<file path="src/assert_macros.svh">
// Assertion helpers. They expect a clock named clock and a synchronous
// reset named reset in the scope where they are used.
`ifndef ASSERT_MACROS_SVH
`define ASSERT_MACROS_SVH

// The consequent must hold in the same cycle as the antecedent.
`define JDCD_ASSERT_SAME(label, pre, post, msg) \
   label: assert property (@(posedge clock) disable iff (reset) (pre) |-> (post)) \
      else $error(msg);

// The consequent must hold in the cycle after the antecedent.
`define JDCD_ASSERT_NEXT(label, pre, post, msg) \
   label: assert property (@(posedge clock) disable iff (reset) (pre) |=> (post)) \
      else $error(msg);

`endif

</file>
<file path="src/jdcd_pkg.sv">
`default_nettype none

package jdcd_pkg;

   localparam int IN_W                  = 39;
   localparam int YEAR_W                = 16;
   localparam int MONTH_W               = 4;
   localparam int DOM_W                 = 5;
   localparam int FRAC_W                = 16;
   localparam int FRACTION_BITS_DEFAULT = 16;

   localparam int SUM_W    = IN_W + 1;
   localparam int DAYNUM_W = 32;
   localparam int STAGES   = 13;

   // Reciprocal multiply for the two large constant divisions.
   localparam int XA_W    = DAYNUM_W + 2;
   localparam int XHI_W   = XA_W - 2;
   localparam int RECIP_W = 24;
   localparam int PROD_W  = XHI_W + RECIP_W;

   localparam logic [DAYNUM_W-1:0] GREG_START = 32'd2299161;

   localparam logic [XA_W-1:0]    ALPHA_BIAS  = 34'd7468865;
   localparam logic [RECIP_W-1:0] ALPHA_RECIP = 24'd15051802;
   localparam int                 ALPHA_SHIFT = 39;
   localparam int                 ALPHA_Q_W   = PROD_W - ALPHA_SHIFT;
   localparam int                 ALPHA_R_W   = 19;
   localparam logic [ALPHA_R_W-1:0] ALPHA_DIV = 19'd146097;

   localparam int                  BOFS_W      = 17;
   localparam logic [BOFS_W-1:0]   GREG_OFFSET = 17'd1525;
   localparam logic [BOFS_W-1:0]   JUL_OFFSET  = 17'd1524;
   localparam int                  KC_W        = BOFS_W + 2;
   localparam logic [KC_W-1:0]     CENT_BIAS   = 19'd489;

   localparam logic [RECIP_W-1:0]  CENT_RECIP = 24'd11758979;
   localparam int                  CENT_SHIFT = 32;
   localparam int                  CENT_Q_W   = PROD_W - CENT_SHIFT;
   localparam int                  CENT_R_W   = 13;
   localparam logic [CENT_R_W-1:0] CENT_DIV   = 13'd1461;
   localparam logic [CENT_R_W-1:0] CENT_DIV2  = 13'd2922;

   // B - D always stays below 2**LOW_W, so only low bits are carried.
   localparam int LOW_W = 10;
   localparam int DQ_W  = LOW_W + 2;

   localparam int                 E_W        = 6;
   localparam int                 MON_RCP_W  = 25;
   localparam logic [MON_RCP_W-1:0] MON_RECIP = 25'd17544744;
   localparam int                 MON_PROD_W = LOW_W + MON_RCP_W;
   localparam int                 MON_SHIFT  = MON_PROD_W - E_W;

   localparam int                 DAY_K_W     = 32;
   localparam logic [DAY_K_W-1:0] DAY_K       = 32'd2577409875;
   localparam int                 DAY_PROD_W  = E_W + DAY_K_W;
   localparam logic [LOW_W-1:0]   DAY_WHOLE   = 10'd30;

   localparam logic [E_W-1:0]     MONTH_WRAP_E = 6'd14;
   localparam logic [E_W-1:0]     MONTH_EARLY  = 6'd1;
   localparam logic [E_W-1:0]     MONTH_LATE   = 6'd13;
   localparam logic [MONTH_W-1:0] FEBRUARY     = 4'd2;
   localparam logic [YEAR_W-1:0]  YEAR_LATE    = 16'd4716;
   localparam logic [YEAR_W-1:0]  YEAR_EARLY   = 16'd4715;

   typedef struct packed {
      logic [STAGES-1:0] load;
      logic [STAGES-1:0] valid;
   } jdcd_flow_type;

endpackage

`default_nettype wire

</file>
<file path="src/jdcd_req_if.sv">
`default_nettype none

interface jdcd_req_if;
   logic                        valid;
   logic                        ready;
   logic [jdcd_pkg::IN_W-1:0]   julian_day_fixed;

   modport source (output valid, output julian_day_fixed, input ready);
   modport sink (input valid, input julian_day_fixed, output ready);
endinterface

`default_nettype wire

</file>
<file path="src/jdcd_rsp_if.sv">
`default_nettype none

interface jdcd_rsp_if;
   logic                               valid;
   logic                               ready;
   logic signed [jdcd_pkg::YEAR_W-1:0] year;
   logic [jdcd_pkg::MONTH_W-1:0]       month;
   logic [jdcd_pkg::DOM_W-1:0]         day_of_month;
   logic [jdcd_pkg::FRAC_W-1:0]        day_fraction;

   modport source (output valid, output year, output month, output day_of_month,
                   output day_fraction, input ready);
   modport sink (input valid, input year, input month, input day_of_month,
                 input day_fraction, output ready);
endinterface

`default_nettype wire

</file>
<file path="src/jdcd_flow_ctrl.sv">
`default_nettype none

module jdcd_flow_ctrl (
   input  wire logic                    clock,
   input  wire logic                    reset,
   input  wire logic                    in_valid,
   input  wire logic                    out_ready,
   output logic                         in_ready,
   output jdcd_pkg::jdcd_flow_type      flow
);

   localparam int STG = jdcd_pkg::STAGES;

   logic [STG-1:0] valid_ff;
   logic [STG-1:0] valid_in;
   logic [STG-1:0] load;

   // A stage may load when some stage at or after it is empty, or the
   // consumer takes the oldest request.
   always_comb begin
      for (int i = 0; i < STG; i++) begin
         load[i] = out_ready | ~&(valid_ff | ((STG'(1) << i) - STG'(1)));
      end
   end

   always_comb begin
      valid_in[0] = load[0] ? in_valid : valid_ff[0];
      for (int i = 1; i < STG; i++) begin
         valid_in[i] = load[i] ? valid_ff[i-1] : valid_ff[i];
      end
   end

   always_ff @(posedge clock) begin
      if (reset) begin
         valid_ff <= '0;
      end else begin
         valid_ff <= valid_in;
      end
   end

   assign in_ready   = load[0];
   assign flow.load  = load;
   assign flow.valid = valid_ff;

endmodule

`default_nettype wire

</file>
<file path="src/julian_day_to_calendar_date_core.sv">
// Converts a Julian day in unsigned fixed point into year, month, day of
// month and a 16-bit day fraction, with the Gregorian correction from day
// 2299161 on and the Julian calendar before it. A request enters every
// cycle unless every stage is full and the result is not taken. The core
// uses two constant divisions done by reciprocal multiply, each followed
// by a remainder check and correction, and the month and day split after
// them. Each stage holds its request until the next one is free, so new
// requests are taken while a result waits as long as any stage is empty.
// There is no state between requests and no clearing pass after reset.
`default_nettype none
`include "assert_macros.svh"

module julian_day_to_calendar_date_core #(
   parameter int FRACTION_BITS = jdcd_pkg::FRACTION_BITS_DEFAULT
) (
   input wire logic  clock,
   input wire logic  reset,
   jdcd_req_if.sink  req_chan,
   jdcd_rsp_if.source rsp_chan
);

   localparam int SW   = jdcd_pkg::SUM_W;
   localparam int DW   = jdcd_pkg::DAYNUM_W;
   localparam int XW   = jdcd_pkg::XA_W;
   localparam int PW   = jdcd_pkg::PROD_W;
   localparam int FW   = jdcd_pkg::FRAC_W;
   localparam int AQW  = jdcd_pkg::ALPHA_Q_W;
   localparam int ARW  = jdcd_pkg::ALPHA_R_W;
   localparam int BW   = jdcd_pkg::BOFS_W;
   localparam int KW   = jdcd_pkg::KC_W;
   localparam int CQW  = jdcd_pkg::CENT_Q_W;
   localparam int CRW  = jdcd_pkg::CENT_R_W;
   localparam int LW   = jdcd_pkg::LOW_W;
   localparam int DQW  = jdcd_pkg::DQ_W;
   localparam int YW   = jdcd_pkg::YEAR_W;
   localparam int EW   = jdcd_pkg::E_W;
   localparam int MPW  = jdcd_pkg::MON_PROD_W;
   localparam int KPW  = jdcd_pkg::DAY_PROD_W;
   localparam int MW   = jdcd_pkg::MONTH_W;
   localparam int OW   = jdcd_pkg::DOM_W;
   localparam int STG  = jdcd_pkg::STAGES;

   localparam logic [SW-1:0] HALF_DAY = SW'(1) << (FRACTION_BITS - 1);

   jdcd_pkg::jdcd_flow_type flow;
   logic                    req_ready;

   jdcd_flow_ctrl u_flow (
      .clock     (clock),
      .reset     (reset),
      .in_valid  (req_chan.valid),
      .out_ready (rsp_chan.ready),
      .in_ready  (req_ready),
      .flow      (flow)
   );

   assign req_chan.ready = req_ready;

   // Stage 1: add half a day, split day number and fraction.
   logic [SW-1:0] s1_sum;
   logic [DW-1:0] s1_daynum_in, s1_daynum_ff;
   logic [FW-1:0] s1_frac_in, s1_frac_ff;

   assign s1_sum       = SW'(req_chan.julian_day_fixed) + HALF_DAY;
   assign s1_daynum_in = DW'(s1_sum >> FRACTION_BITS);

   generate
      if (FRACTION_BITS >= FW) begin : g_frac_trunc
         assign s1_frac_in = s1_sum[FRACTION_BITS-1 -: FW];
      end else begin : g_frac_pad
         assign s1_frac_in = {s1_sum[FRACTION_BITS-1:0], {(FW - FRACTION_BITS){1'b0}}};
      end
   endgenerate

   always_ff @(posedge clock) begin
      if (flow.load[0]) begin
         s1_daynum_ff <= s1_daynum_in;
         s1_frac_ff   <= s1_frac_in;
      end
   end

   // Stage 2: numerator of the century correction and calendar choice.
   logic [XW-1:0] s2_xa_in, s2_xa_ff;
   logic          s2_greg_in, s2_greg_ff;
   logic [DW-1:0] s2_daynum_ff;
   logic [FW-1:0] s2_frac_ff;

   assign s2_xa_in   = {s1_daynum_ff, 2'b00} - jdcd_pkg::ALPHA_BIAS;
   assign s2_greg_in = s1_daynum_ff >= jdcd_pkg::GREG_START;

   always_ff @(posedge clock) begin
      if (flow.load[1]) begin
         s2_xa_ff     <= s2_xa_in;
         s2_greg_ff   <= s2_greg_in;
         s2_daynum_ff <= s1_daynum_ff;
         s2_frac_ff   <= s1_frac_ff;
      end
   end

   // Stage 3: quotient estimate for alpha, low by at most one.
   logic [PW-1:0]  s3_prod;
   logic [AQW-1:0] s3_qa_in, s3_qa_ff;
   logic [ARW-1:0] s3_xlo_ff;
   logic           s3_greg_ff;
   logic [DW-1:0]  s3_daynum_ff;
   logic [FW-1:0]  s3_frac_ff;

   assign s3_prod  = PW'(s2_xa_ff[XW-1:2]) * PW'(jdcd_pkg::ALPHA_RECIP);
   assign s3_qa_in = s3_prod[PW-1:jdcd_pkg::ALPHA_SHIFT];

   always_ff @(posedge clock) begin
      if (flow.load[2]) begin
         s3_qa_ff     <= s3_qa_in;
         s3_xlo_ff    <= s2_xa_ff[ARW-1:0];
         s3_greg_ff   <= s2_greg_ff;
         s3_daynum_ff <= s2_daynum_ff;
         s3_frac_ff   <= s2_frac_ff;
      end
   end

   // Stage 4: remainder of the estimate; it fits in the low bits.
   logic [ARW-1:0] s4_ra_in, s4_ra_ff;
   logic [AQW-1:0] s4_qa_ff;
   logic           s4_greg_ff;
   logic [DW-1:0]  s4_daynum_ff;
   logic [FW-1:0]  s4_frac_ff;

   assign s4_ra_in = s3_xlo_ff - ARW'(ARW'(s3_qa_ff) * jdcd_pkg::ALPHA_DIV);

   always_ff @(posedge clock) begin
      if (flow.load[3]) begin
         s4_ra_ff     <= s4_ra_in;
         s4_qa_ff     <= s3_qa_ff;
         s4_greg_ff   <= s3_greg_ff;
         s4_daynum_ff <= s3_daynum_ff;
         s4_frac_ff   <= s3_frac_ff;
      end
   end

   // Stage 5: corrected alpha.
   logic [AQW-1:0] s5_alpha_in, s5_alpha_ff;
   logic           s5_greg_ff;
   logic [DW-1:0]  s5_daynum_ff;
   logic [FW-1:0]  s5_frac_ff;

   assign s5_alpha_in = s4_qa_ff + AQW'(s4_ra_ff >= jdcd_pkg::ALPHA_DIV);

   always_ff @(posedge clock) begin
      if (flow.load[4]) begin
         s5_alpha_ff  <= s5_alpha_in;
         s5_greg_ff   <= s4_greg_ff;
         s5_daynum_ff <= s4_daynum_ff;
         s5_frac_ff   <= s4_frac_ff;
      end
   end

   // Stage 6: offset from the day number to B.
   logic [BW-1:0] s6_bofs_in, s6_bofs_ff;
   logic [DW-1:0] s6_daynum_ff;
   logic [FW-1:0] s6_frac_ff;

   assign s6_bofs_in = s5_greg_ff
                     ? jdcd_pkg::GREG_OFFSET + BW'(s5_alpha_ff) - BW'(s5_alpha_ff >> 2)
                     : jdcd_pkg::JUL_OFFSET;

   always_ff @(posedge clock) begin
      if (flow.load[5]) begin
         s6_bofs_ff   <= s6_bofs_in;
         s6_daynum_ff <= s5_daynum_ff;
         s6_frac_ff   <= s5_frac_ff;
      end
   end

   // Stage 7: century numerator 4B - 489 and the low bits of B.
   logic [KW-1:0] s7_kc;
   logic [XW-1:0] s7_xc_in, s7_xc_ff;
   logic [LW-1:0] s7_blo_in, s7_blo_ff;
   logic [FW-1:0] s7_frac_ff;

   assign s7_kc     = {s6_bofs_ff, 2'b00} - jdcd_pkg::CENT_BIAS;
   assign s7_xc_in  = {s6_daynum_ff, 2'b00} + XW'(s7_kc);
   assign s7_blo_in = s6_daynum_ff[LW-1:0] + s6_bofs_ff[LW-1:0];

   always_ff @(posedge clock) begin
      if (flow.load[6]) begin
         s7_xc_ff   <= s7_xc_in;
         s7_blo_ff  <= s7_blo_in;
         s7_frac_ff <= s6_frac_ff;
      end
   end

   // Stage 8: quotient estimate for C, low by at most two.
   logic [PW-1:0]  s8_prod;
   logic [CQW-1:0] s8_qc_in, s8_qc_ff;
   logic [CRW-1:0] s8_xlo_ff;
   logic [LW-1:0]  s8_blo_ff;
   logic [FW-1:0]  s8_frac_ff;

   assign s8_prod  = PW'(s7_xc_ff[XW-1:2]) * PW'(jdcd_pkg::CENT_RECIP);
   assign s8_qc_in = s8_prod[PW-1:jdcd_pkg::CENT_SHIFT];

   always_ff @(posedge clock) begin
      if (flow.load[7]) begin
         s8_qc_ff   <= s8_qc_in;
         s8_xlo_ff  <= s7_xc_ff[CRW-1:0];
         s8_blo_ff  <= s7_blo_ff;
         s8_frac_ff <= s7_frac_ff;
      end
   end

   // Stage 9: remainder of the C estimate.
   logic [CRW-1:0] s9_rc_in, s9_rc_ff;
   logic [CQW-1:0] s9_qc_ff;
   logic [LW-1:0]  s9_blo_ff;
   logic [FW-1:0]  s9_frac_ff;

   assign s9_rc_in = s8_xlo_ff - CRW'(s8_qc_ff[CRW-1:0] * jdcd_pkg::CENT_DIV);

   always_ff @(posedge clock) begin
      if (flow.load[8]) begin
         s9_rc_ff   <= s9_rc_in;
         s9_qc_ff   <= s8_qc_ff;
         s9_blo_ff  <= s8_blo_ff;
         s9_frac_ff <= s8_frac_ff;
      end
   end

   // Stage 10: corrected C.
   logic [CQW-1:0] s10_c_in, s10_c_ff;
   logic [LW-1:0]  s10_blo_ff;
   logic [FW-1:0]  s10_frac_ff;

   always_comb begin
      if (s9_rc_ff >= jdcd_pkg::CENT_DIV2) begin
         s10_c_in = s9_qc_ff + CQW'(2);
      end else if (s9_rc_ff >= jdcd_pkg::CENT_DIV) begin
         s10_c_in = s9_qc_ff + CQW'(1);
      end else begin
         s10_c_in = s9_qc_ff;
      end
   end

   always_ff @(posedge clock) begin
      if (flow.load[9]) begin
         s10_c_ff    <= s10_c_in;
         s10_blo_ff  <= s9_blo_ff;
         s10_frac_ff <= s9_frac_ff;
      end
   end

   // Stage 11: B - D from the low bits of B and of 1461 C / 4.
   logic [DQW-1:0] s11_dm;
   logic [LW-1:0]  s11_bd_in, s11_bd_ff;
   logic [YW-1:0]  s11_cent_ff;
   logic [FW-1:0]  s11_frac_ff;

   assign s11_dm    = DQW'(s10_c_ff[DQW-1:0] * DQW'(jdcd_pkg::CENT_DIV));
   assign s11_bd_in = s10_blo_ff - s11_dm[DQW-1:2];

   always_ff @(posedge clock) begin
      if (flow.load[10]) begin
         s11_bd_ff   <= s11_bd_in;
         s11_cent_ff <= s10_c_ff[YW-1:0];
         s11_frac_ff <= s10_frac_ff;
      end
   end

   // Stage 12: E = floor(10000 (B - D) / 306001).
   logic [MPW-1:0] s12_prod;
   logic [EW-1:0]  s12_e_in, s12_e_ff;
   logic [LW-1:0]  s12_bd_ff;
   logic [YW-1:0]  s12_cent_ff;
   logic [FW-1:0]  s12_frac_ff;

   assign s12_prod = MPW'(s11_bd_ff) * MPW'(jdcd_pkg::MON_RECIP);
   assign s12_e_in = s12_prod[MPW-1:jdcd_pkg::MON_SHIFT];

   always_ff @(posedge clock) begin
      if (flow.load[11]) begin
         s12_e_ff    <= s12_e_in;
         s12_bd_ff   <= s11_bd_ff;
         s12_cent_ff <= s11_cent_ff;
         s12_frac_ff <= s11_frac_ff;
      end
   end

   // Stage 13: day, month and year into the output register.
   logic [KPW-1:0] s13_prod;
   logic [LW-1:0]  s13_dsub;
   logic [LW-1:0]  s13_day;
   logic [EW-1:0]  s13_mon;
   logic [MW-1:0]  s13_month_in, s13_month_ff;
   logic [OW-1:0]  s13_dom_in, s13_dom_ff;
   logic [YW-1:0]  s13_year_in, s13_year_ff;
   logic [FW-1:0]  s13_frac_ff;

   assign s13_prod     = KPW'(s12_e_ff) * KPW'(jdcd_pkg::DAY_K);
   assign s13_dsub     = LW'(s12_e_ff) * jdcd_pkg::DAY_WHOLE
                       + LW'(s13_prod[KPW-1:jdcd_pkg::DAY_K_W]);
   assign s13_day      = s12_bd_ff - s13_dsub;
   assign s13_dom_in   = s13_day[OW-1:0];
   assign s13_mon      = (s12_e_ff < jdcd_pkg::MONTH_WRAP_E)
                       ? s12_e_ff - jdcd_pkg::MONTH_EARLY
                       : s12_e_ff - jdcd_pkg::MONTH_LATE;
   assign s13_month_in = s13_mon[MW-1:0];
   assign s13_year_in  = (s13_month_in > jdcd_pkg::FEBRUARY)
                       ? s12_cent_ff - jdcd_pkg::YEAR_LATE
                       : s12_cent_ff - jdcd_pkg::YEAR_EARLY;

   always_ff @(posedge clock) begin
      if (flow.load[12]) begin
         s13_year_ff  <= s13_year_in;
         s13_month_ff <= s13_month_in;
         s13_dom_ff   <= s13_dom_in;
         s13_frac_ff  <= s12_frac_ff;
      end
   end

   assign rsp_chan.valid        = flow.valid[STG-1];
   assign rsp_chan.year         = s13_year_ff;
   assign rsp_chan.month        = s13_month_ff;
   assign rsp_chan.day_of_month = s13_dom_ff;
   assign rsp_chan.day_fraction = s13_frac_ff;

   `JDCD_ASSERT_SAME(stall_only_when_full_a, !req_chan.ready, (&flow.valid) && !rsp_chan.ready, "request refused while a stage is free")
   `JDCD_ASSERT_NEXT(accept_fills_first_a, req_chan.valid && req_chan.ready, flow.valid[0], "accepted request not captured")
   `JDCD_ASSERT_NEXT(drain_empties_out_a, rsp_chan.valid && rsp_chan.ready && !flow.valid[STG-2], !rsp_chan.valid, "result repeated after it was taken")
   `JDCD_ASSERT_SAME(month_range_a, rsp_chan.valid, rsp_chan.month != 4'd0 && rsp_chan.month <= 4'd12, "month outside January to December")

endmodule

`default_nettype wire

</file>
<file path="src/flat_wrapper.sv">
// flat-port wrapper written by rule: the top's interface ports become plain ports
module julian_day_to_calendar_date_core_flat 
#(
   parameter int FRACTION_BITS = jdcd_pkg::FRACTION_BITS_DEFAULT
)
  (clock, reset, req_chan_valid, req_chan_julian_day_fixed, req_chan_ready, rsp_chan_valid, rsp_chan_year, rsp_chan_month, rsp_chan_day_of_month, rsp_chan_day_fraction, rsp_chan_ready);
  jdcd_req_if req_chan_i ();
  jdcd_rsp_if rsp_chan_i ();
  input wire logic clock;
  input wire logic reset;
  input wire logic [$bits(req_chan_i.valid)-1:0] req_chan_valid;
  input wire logic [$bits(req_chan_i.julian_day_fixed)-1:0] req_chan_julian_day_fixed;
  output wire logic [$bits(req_chan_i.ready)-1:0] req_chan_ready;
  output wire logic [$bits(rsp_chan_i.valid)-1:0] rsp_chan_valid;
  output wire logic [$bits(rsp_chan_i.year)-1:0] rsp_chan_year;
  output wire logic [$bits(rsp_chan_i.month)-1:0] rsp_chan_month;
  output wire logic [$bits(rsp_chan_i.day_of_month)-1:0] rsp_chan_day_of_month;
  output wire logic [$bits(rsp_chan_i.day_fraction)-1:0] rsp_chan_day_fraction;
  input wire logic [$bits(rsp_chan_i.ready)-1:0] rsp_chan_ready;
  assign req_chan_i.valid = req_chan_valid;
  assign req_chan_i.julian_day_fixed = req_chan_julian_day_fixed;
  assign req_chan_ready = req_chan_i.ready;
  assign rsp_chan_valid = rsp_chan_i.valid;
  assign rsp_chan_year = rsp_chan_i.year;
  assign rsp_chan_month = rsp_chan_i.month;
  assign rsp_chan_day_of_month = rsp_chan_i.day_of_month;
  assign rsp_chan_day_fraction = rsp_chan_i.day_fraction;
  assign rsp_chan_i.ready = rsp_chan_ready;
  julian_day_to_calendar_date_core #(.FRACTION_BITS(FRACTION_BITS)) u_core (.clock(clock), .reset(reset), .req_chan(req_chan_i), .rsp_chan(rsp_chan_i));
endmodule
</file>
<file path="config.mk">
export PLATFORM = sky130hd
export DESIGN_NAME = julian_day_to_calendar_date_core_flat
export DESIGN_NICKNAME = d
export VERILOG_FILES = /design/src/jdcd_pkg.sv /design/src/jdcd_req_if.sv /design/src/jdcd_rsp_if.sv /design/src/jdcd_flow_ctrl.sv /design/src/julian_day_to_calendar_date_core.sv /design/src/flat_wrapper.sv
export VERILOG_INCLUDE_DIRS = /design/src /design/src/src
export SDC_FILE = /design/constraint.sdc
export NUM_CORES = 2
export LEC_CHECK = 0
export BUFFER_PORTS_ARGS = -buffer_cell sky130_fd_sc_hd__buf_2
export CAP_MARGIN = 10
export CELL_PAD_IN_SITES_DETAIL_PLACEMENT = 1
export CELL_PAD_IN_SITES_GLOBAL_PLACEMENT = 1
export CORE_ASPECT_RATIO = 0.9
export CORE_MARGIN = 2
export CORE_UTILIZATION = 58
export CTS_CLUSTER_DIAMETER = 200
export CTS_CLUSTER_SIZE = 30
export DETAILED_ROUTE_END_ITERATION = 8
export PLACE_DENSITY_LB_ADDON = 0.1
export RECOVER_POWER = 50
export SLEW_MARGIN = 20
export SYNTH_ARGS = -nofsm -noshare
export SYNTH_HDL_FRONTEND = slang
export SYNTH_SLANG_ARGS = --single-unit
</file>
<file path="constraint.sdc">
create_clock -name clock -period 28.4 [get_ports clock]
set_input_delay 5.68 -clock clock [delete_from_list [all_inputs] [get_ports clock]]
set_output_delay 5.68 -clock clock [all_outputs]
set_load 0.02 [all_outputs]
</file>
==> metrics.md <==
| Metric | Value |
|---|---|
| Status | complete, but fails checks |
| Violated checks | max-capacitance violations, max-slew violations |
| Placer Congestion | 0.891 |
| CP startpoint | rsp_chan_ready |
| Final Slew Violations | 131 |
| Share of the synthesized area in the top cell type | 37.2% |
| DR DRC count | 0 |
| Clock tree buffer depth | 3 |
| Post-Syn Area | 56200 sq um |
| Critical path, cell by cell | buf_2, nor2b_1, clkinv_1, clkbuf_1, nor2_1, and2_1, nand3_2, nor2_1, nand4_1, buf_4, or2_2, buf_2 |
| CP startpoint kind | primary input |
| Vias in the first global route | 36000 |
| Largest net degree at the start of global routing | 76 |
| Syn_nets | 6039 |
| CP top delay family | buffers and inverters |
| CTS hold repair buffers | 0 |
| Avg Inst Size Synth | 12.4 sq um |
| Sequential cell area | 21200 sq um |
| Post-DP HPWL | 105 mm |
| Filler cells | 9715 |
| Post-CTS Resized | 0 |
| CP Capture Type | output port |
| Measured slew at the worst slew-check pin | 2.59 ns |
| H-tree levels | 1 |
| WP buf/inv | 5 |
| Worst-path fanout max | 68 |
| Yosys cell types | 74 |
| Mapped Cells | 4531 |
| Reg clk slew, reported paths | 0.13 ns |
| Num CTS Buffers | 27 |
| Die footprint | 99400 sq um |
| Starting DRC count in detailed routing | 1751 |
| Fmax | 60.6 MHz |
| Initial antenna violation count | 0 |
| Final ANT Viol Nets | 0 |
| Reg-to-Reg Start | u_core.s2_xa_ff[32] |
| Final nets | 6157 |
| Rel. slew slack | -72.5% |
| Clk_lat worst skew | 0.66 ns |
| Post-synthesis sequential area ratio | 37.7% |
| Synth top area cells | edfxtp_1, fa_1, ha_1 |
| GRT overflow | 0 |
| Cell taking the most area after synthesis | edfxtp_1 |
| Clock sink total | 709 |
| Core area | 96200 sq um |
| TNS Setup | 0 ns |
| Minimum clock period | 16.51 ns |
| CTS tree | done |
| Die height | 299 microns |
| Multi-input logic area | 30600 sq um |
| Number of antenna cells inserted | 0 |
| P&R area growth vs syn | 5.04% |
| Ys flop type | edfxtp_1 |
| Synth warn | 0 |
| # setup viols final | 0 |
| Via density | 5.45 |
| CP required | 22.72 ns |
| R2R setup slack | 19.68 ns |
| Critical path type | in2out |
| Share of cells above drive strength 1 | 3.07% |
| I/O Buffers | 85 |
| Chip width | 332 microns |
| Hold Vio Cnt, Final | 0 |
| #FFs+latches synth | 709 |
| Top Ports | 86 |
| Setup Buffers After CTS | 0 |
| Slowest cell on the critical path | clkbuf_1 |
| Most frequent cell after synthesis | inv_1 |
| Synth async-reset ratio | 0% |
| Row count | 108 |
| Max incr delay on CP | 1.82 ns |
| Tcrit/Tclk final | 58.1% |
| First-pass GRT wire length | 198 mm |
| Post-synth EDFFs | 696 |
| Worst EP arrival | 10.83 ns |
| Vias | 32300 |
| Max Cap Viol | 3 |
| DR WL/cell | 21.1 microns |
| WL final | 125 mm |
| Clk_skew | 0.0318 ns |
| Initial core utilization | 58.4% |
| List of most frequent post-synthesis cells | inv_1, ha_1, edfxtp_1, fa_1, xnor2_1 |
| Worst hold path type | reg2reg |
| Min-delay src | u_core.s12_frac_ff[12] |
| Total GRT Usage | 25.7% |
| Root buf cell | clkbuf_16 |
| RSZ-0062 raised after global routing | no |
| TritonRoute pass-1 iters | 5 |
-- routing by layer --
layer | GRT usage (%) | part of all wire [%]
met5 | 0 | 0
met4 | 4.96 | 2.1
met3 | 2.30 | 3.4
met2 | 45.4 | 50
met1 | 35.1 | 44
-- per-stage QoR --
stage	cell area (sq um)	instances	util, %	worst slack, ns	hold WS, ns
after floorplan	56200	4531	-	10.18	0.400
after global placement	58300	5884	60.6	13.42	0.400
after detailed placement	58300	5884	60.6	13.08	0.406
after CTS	59000	5925	61.4	13.03	0.392
after global routing	59000	5926	61.3	11.27	0.409
final	59000	5926	61.3	11.89	0.404
-- layout make-up --
class,instances,area share (%)
inverter,1168,7.43
clock buffer,39,1.22
sequential,709,35.9
tap,1265,2.68
timing repair buffer,96,0.861
multi-input combinational,2647,51.9
clock inverter,2,0.0615
-- registers in the layout (all words and copies together) (netlist names), 19 cells and up --
name                 count
u_core.s3_daynum_ff     24
u_core.s4_ra_ff         19
u_core.s2_daynum_ff     24
u_core.s1_daynum_ff     24
u_core.s6_daynum_ff     24
u_core.s5_daynum_ff     24
u_core.s4_daynum_ff     24
u_core.s2_xa_ff         25
u_core.s7_xc_ff         25
-- placed cells by master (no fill, tap or decap), types with 14 or more instances in the layout --
cell type	count
nand2_1	108
o21a_1	27
nor3_1	37
o21ai_0	71
clkbuf_1	20
xor2_1	86
nand3_1	41
a21oi_1	134
nand2b_1	14
inv_1	1163
nand4_1	28
nor2b_1	17
xnor2_1	201
nor2_1	145
and3_1	25
o21bai_1	25
a21o_1	42
a211oi_1	20
buf_2	81
edfxtp_1	696
fa_1	632
ha_1	833
clkbuf_16	27
-- cell families (layout without fill, tap and decap cells) --
| group | count (synthesis) | after routing | share of synthesized area (%) |
|---|---|---|---|
| and+or+nand+nor | 479 | 479 | 4.08 |
| AOI/OAI and AO/OA | 410 | 410 | 4.75 |
| xor gates and xnor gates | 288 | 288 | 4.52 |
| muxes | 5 | 5 | 0.0913 |
| DFF | 709 | 709 | 37.7 |
| adders and majority gates | 1465 | 1465 | 41.1 |
| buffers and inverters | 1175 | 1305 | 7.85 |
-- final timing paths --
| kind | endpoint | depth (start not counted) |
|---|---|---|
| worst min register to register | u_core.rsp_chan.day_fraction[12] | 0 |
| worst min-delay path | u_core.rsp_chan.day_fraction[12] | 0 |
| worst max-delay path | req_chan_ready | 12 |
| worst max register to register | u_core.s3_qa_ff[13] | 21 |
Power is not shown: default switching activity piles up to over one toggle a cycle in this logic, so the estimate is an artifact.
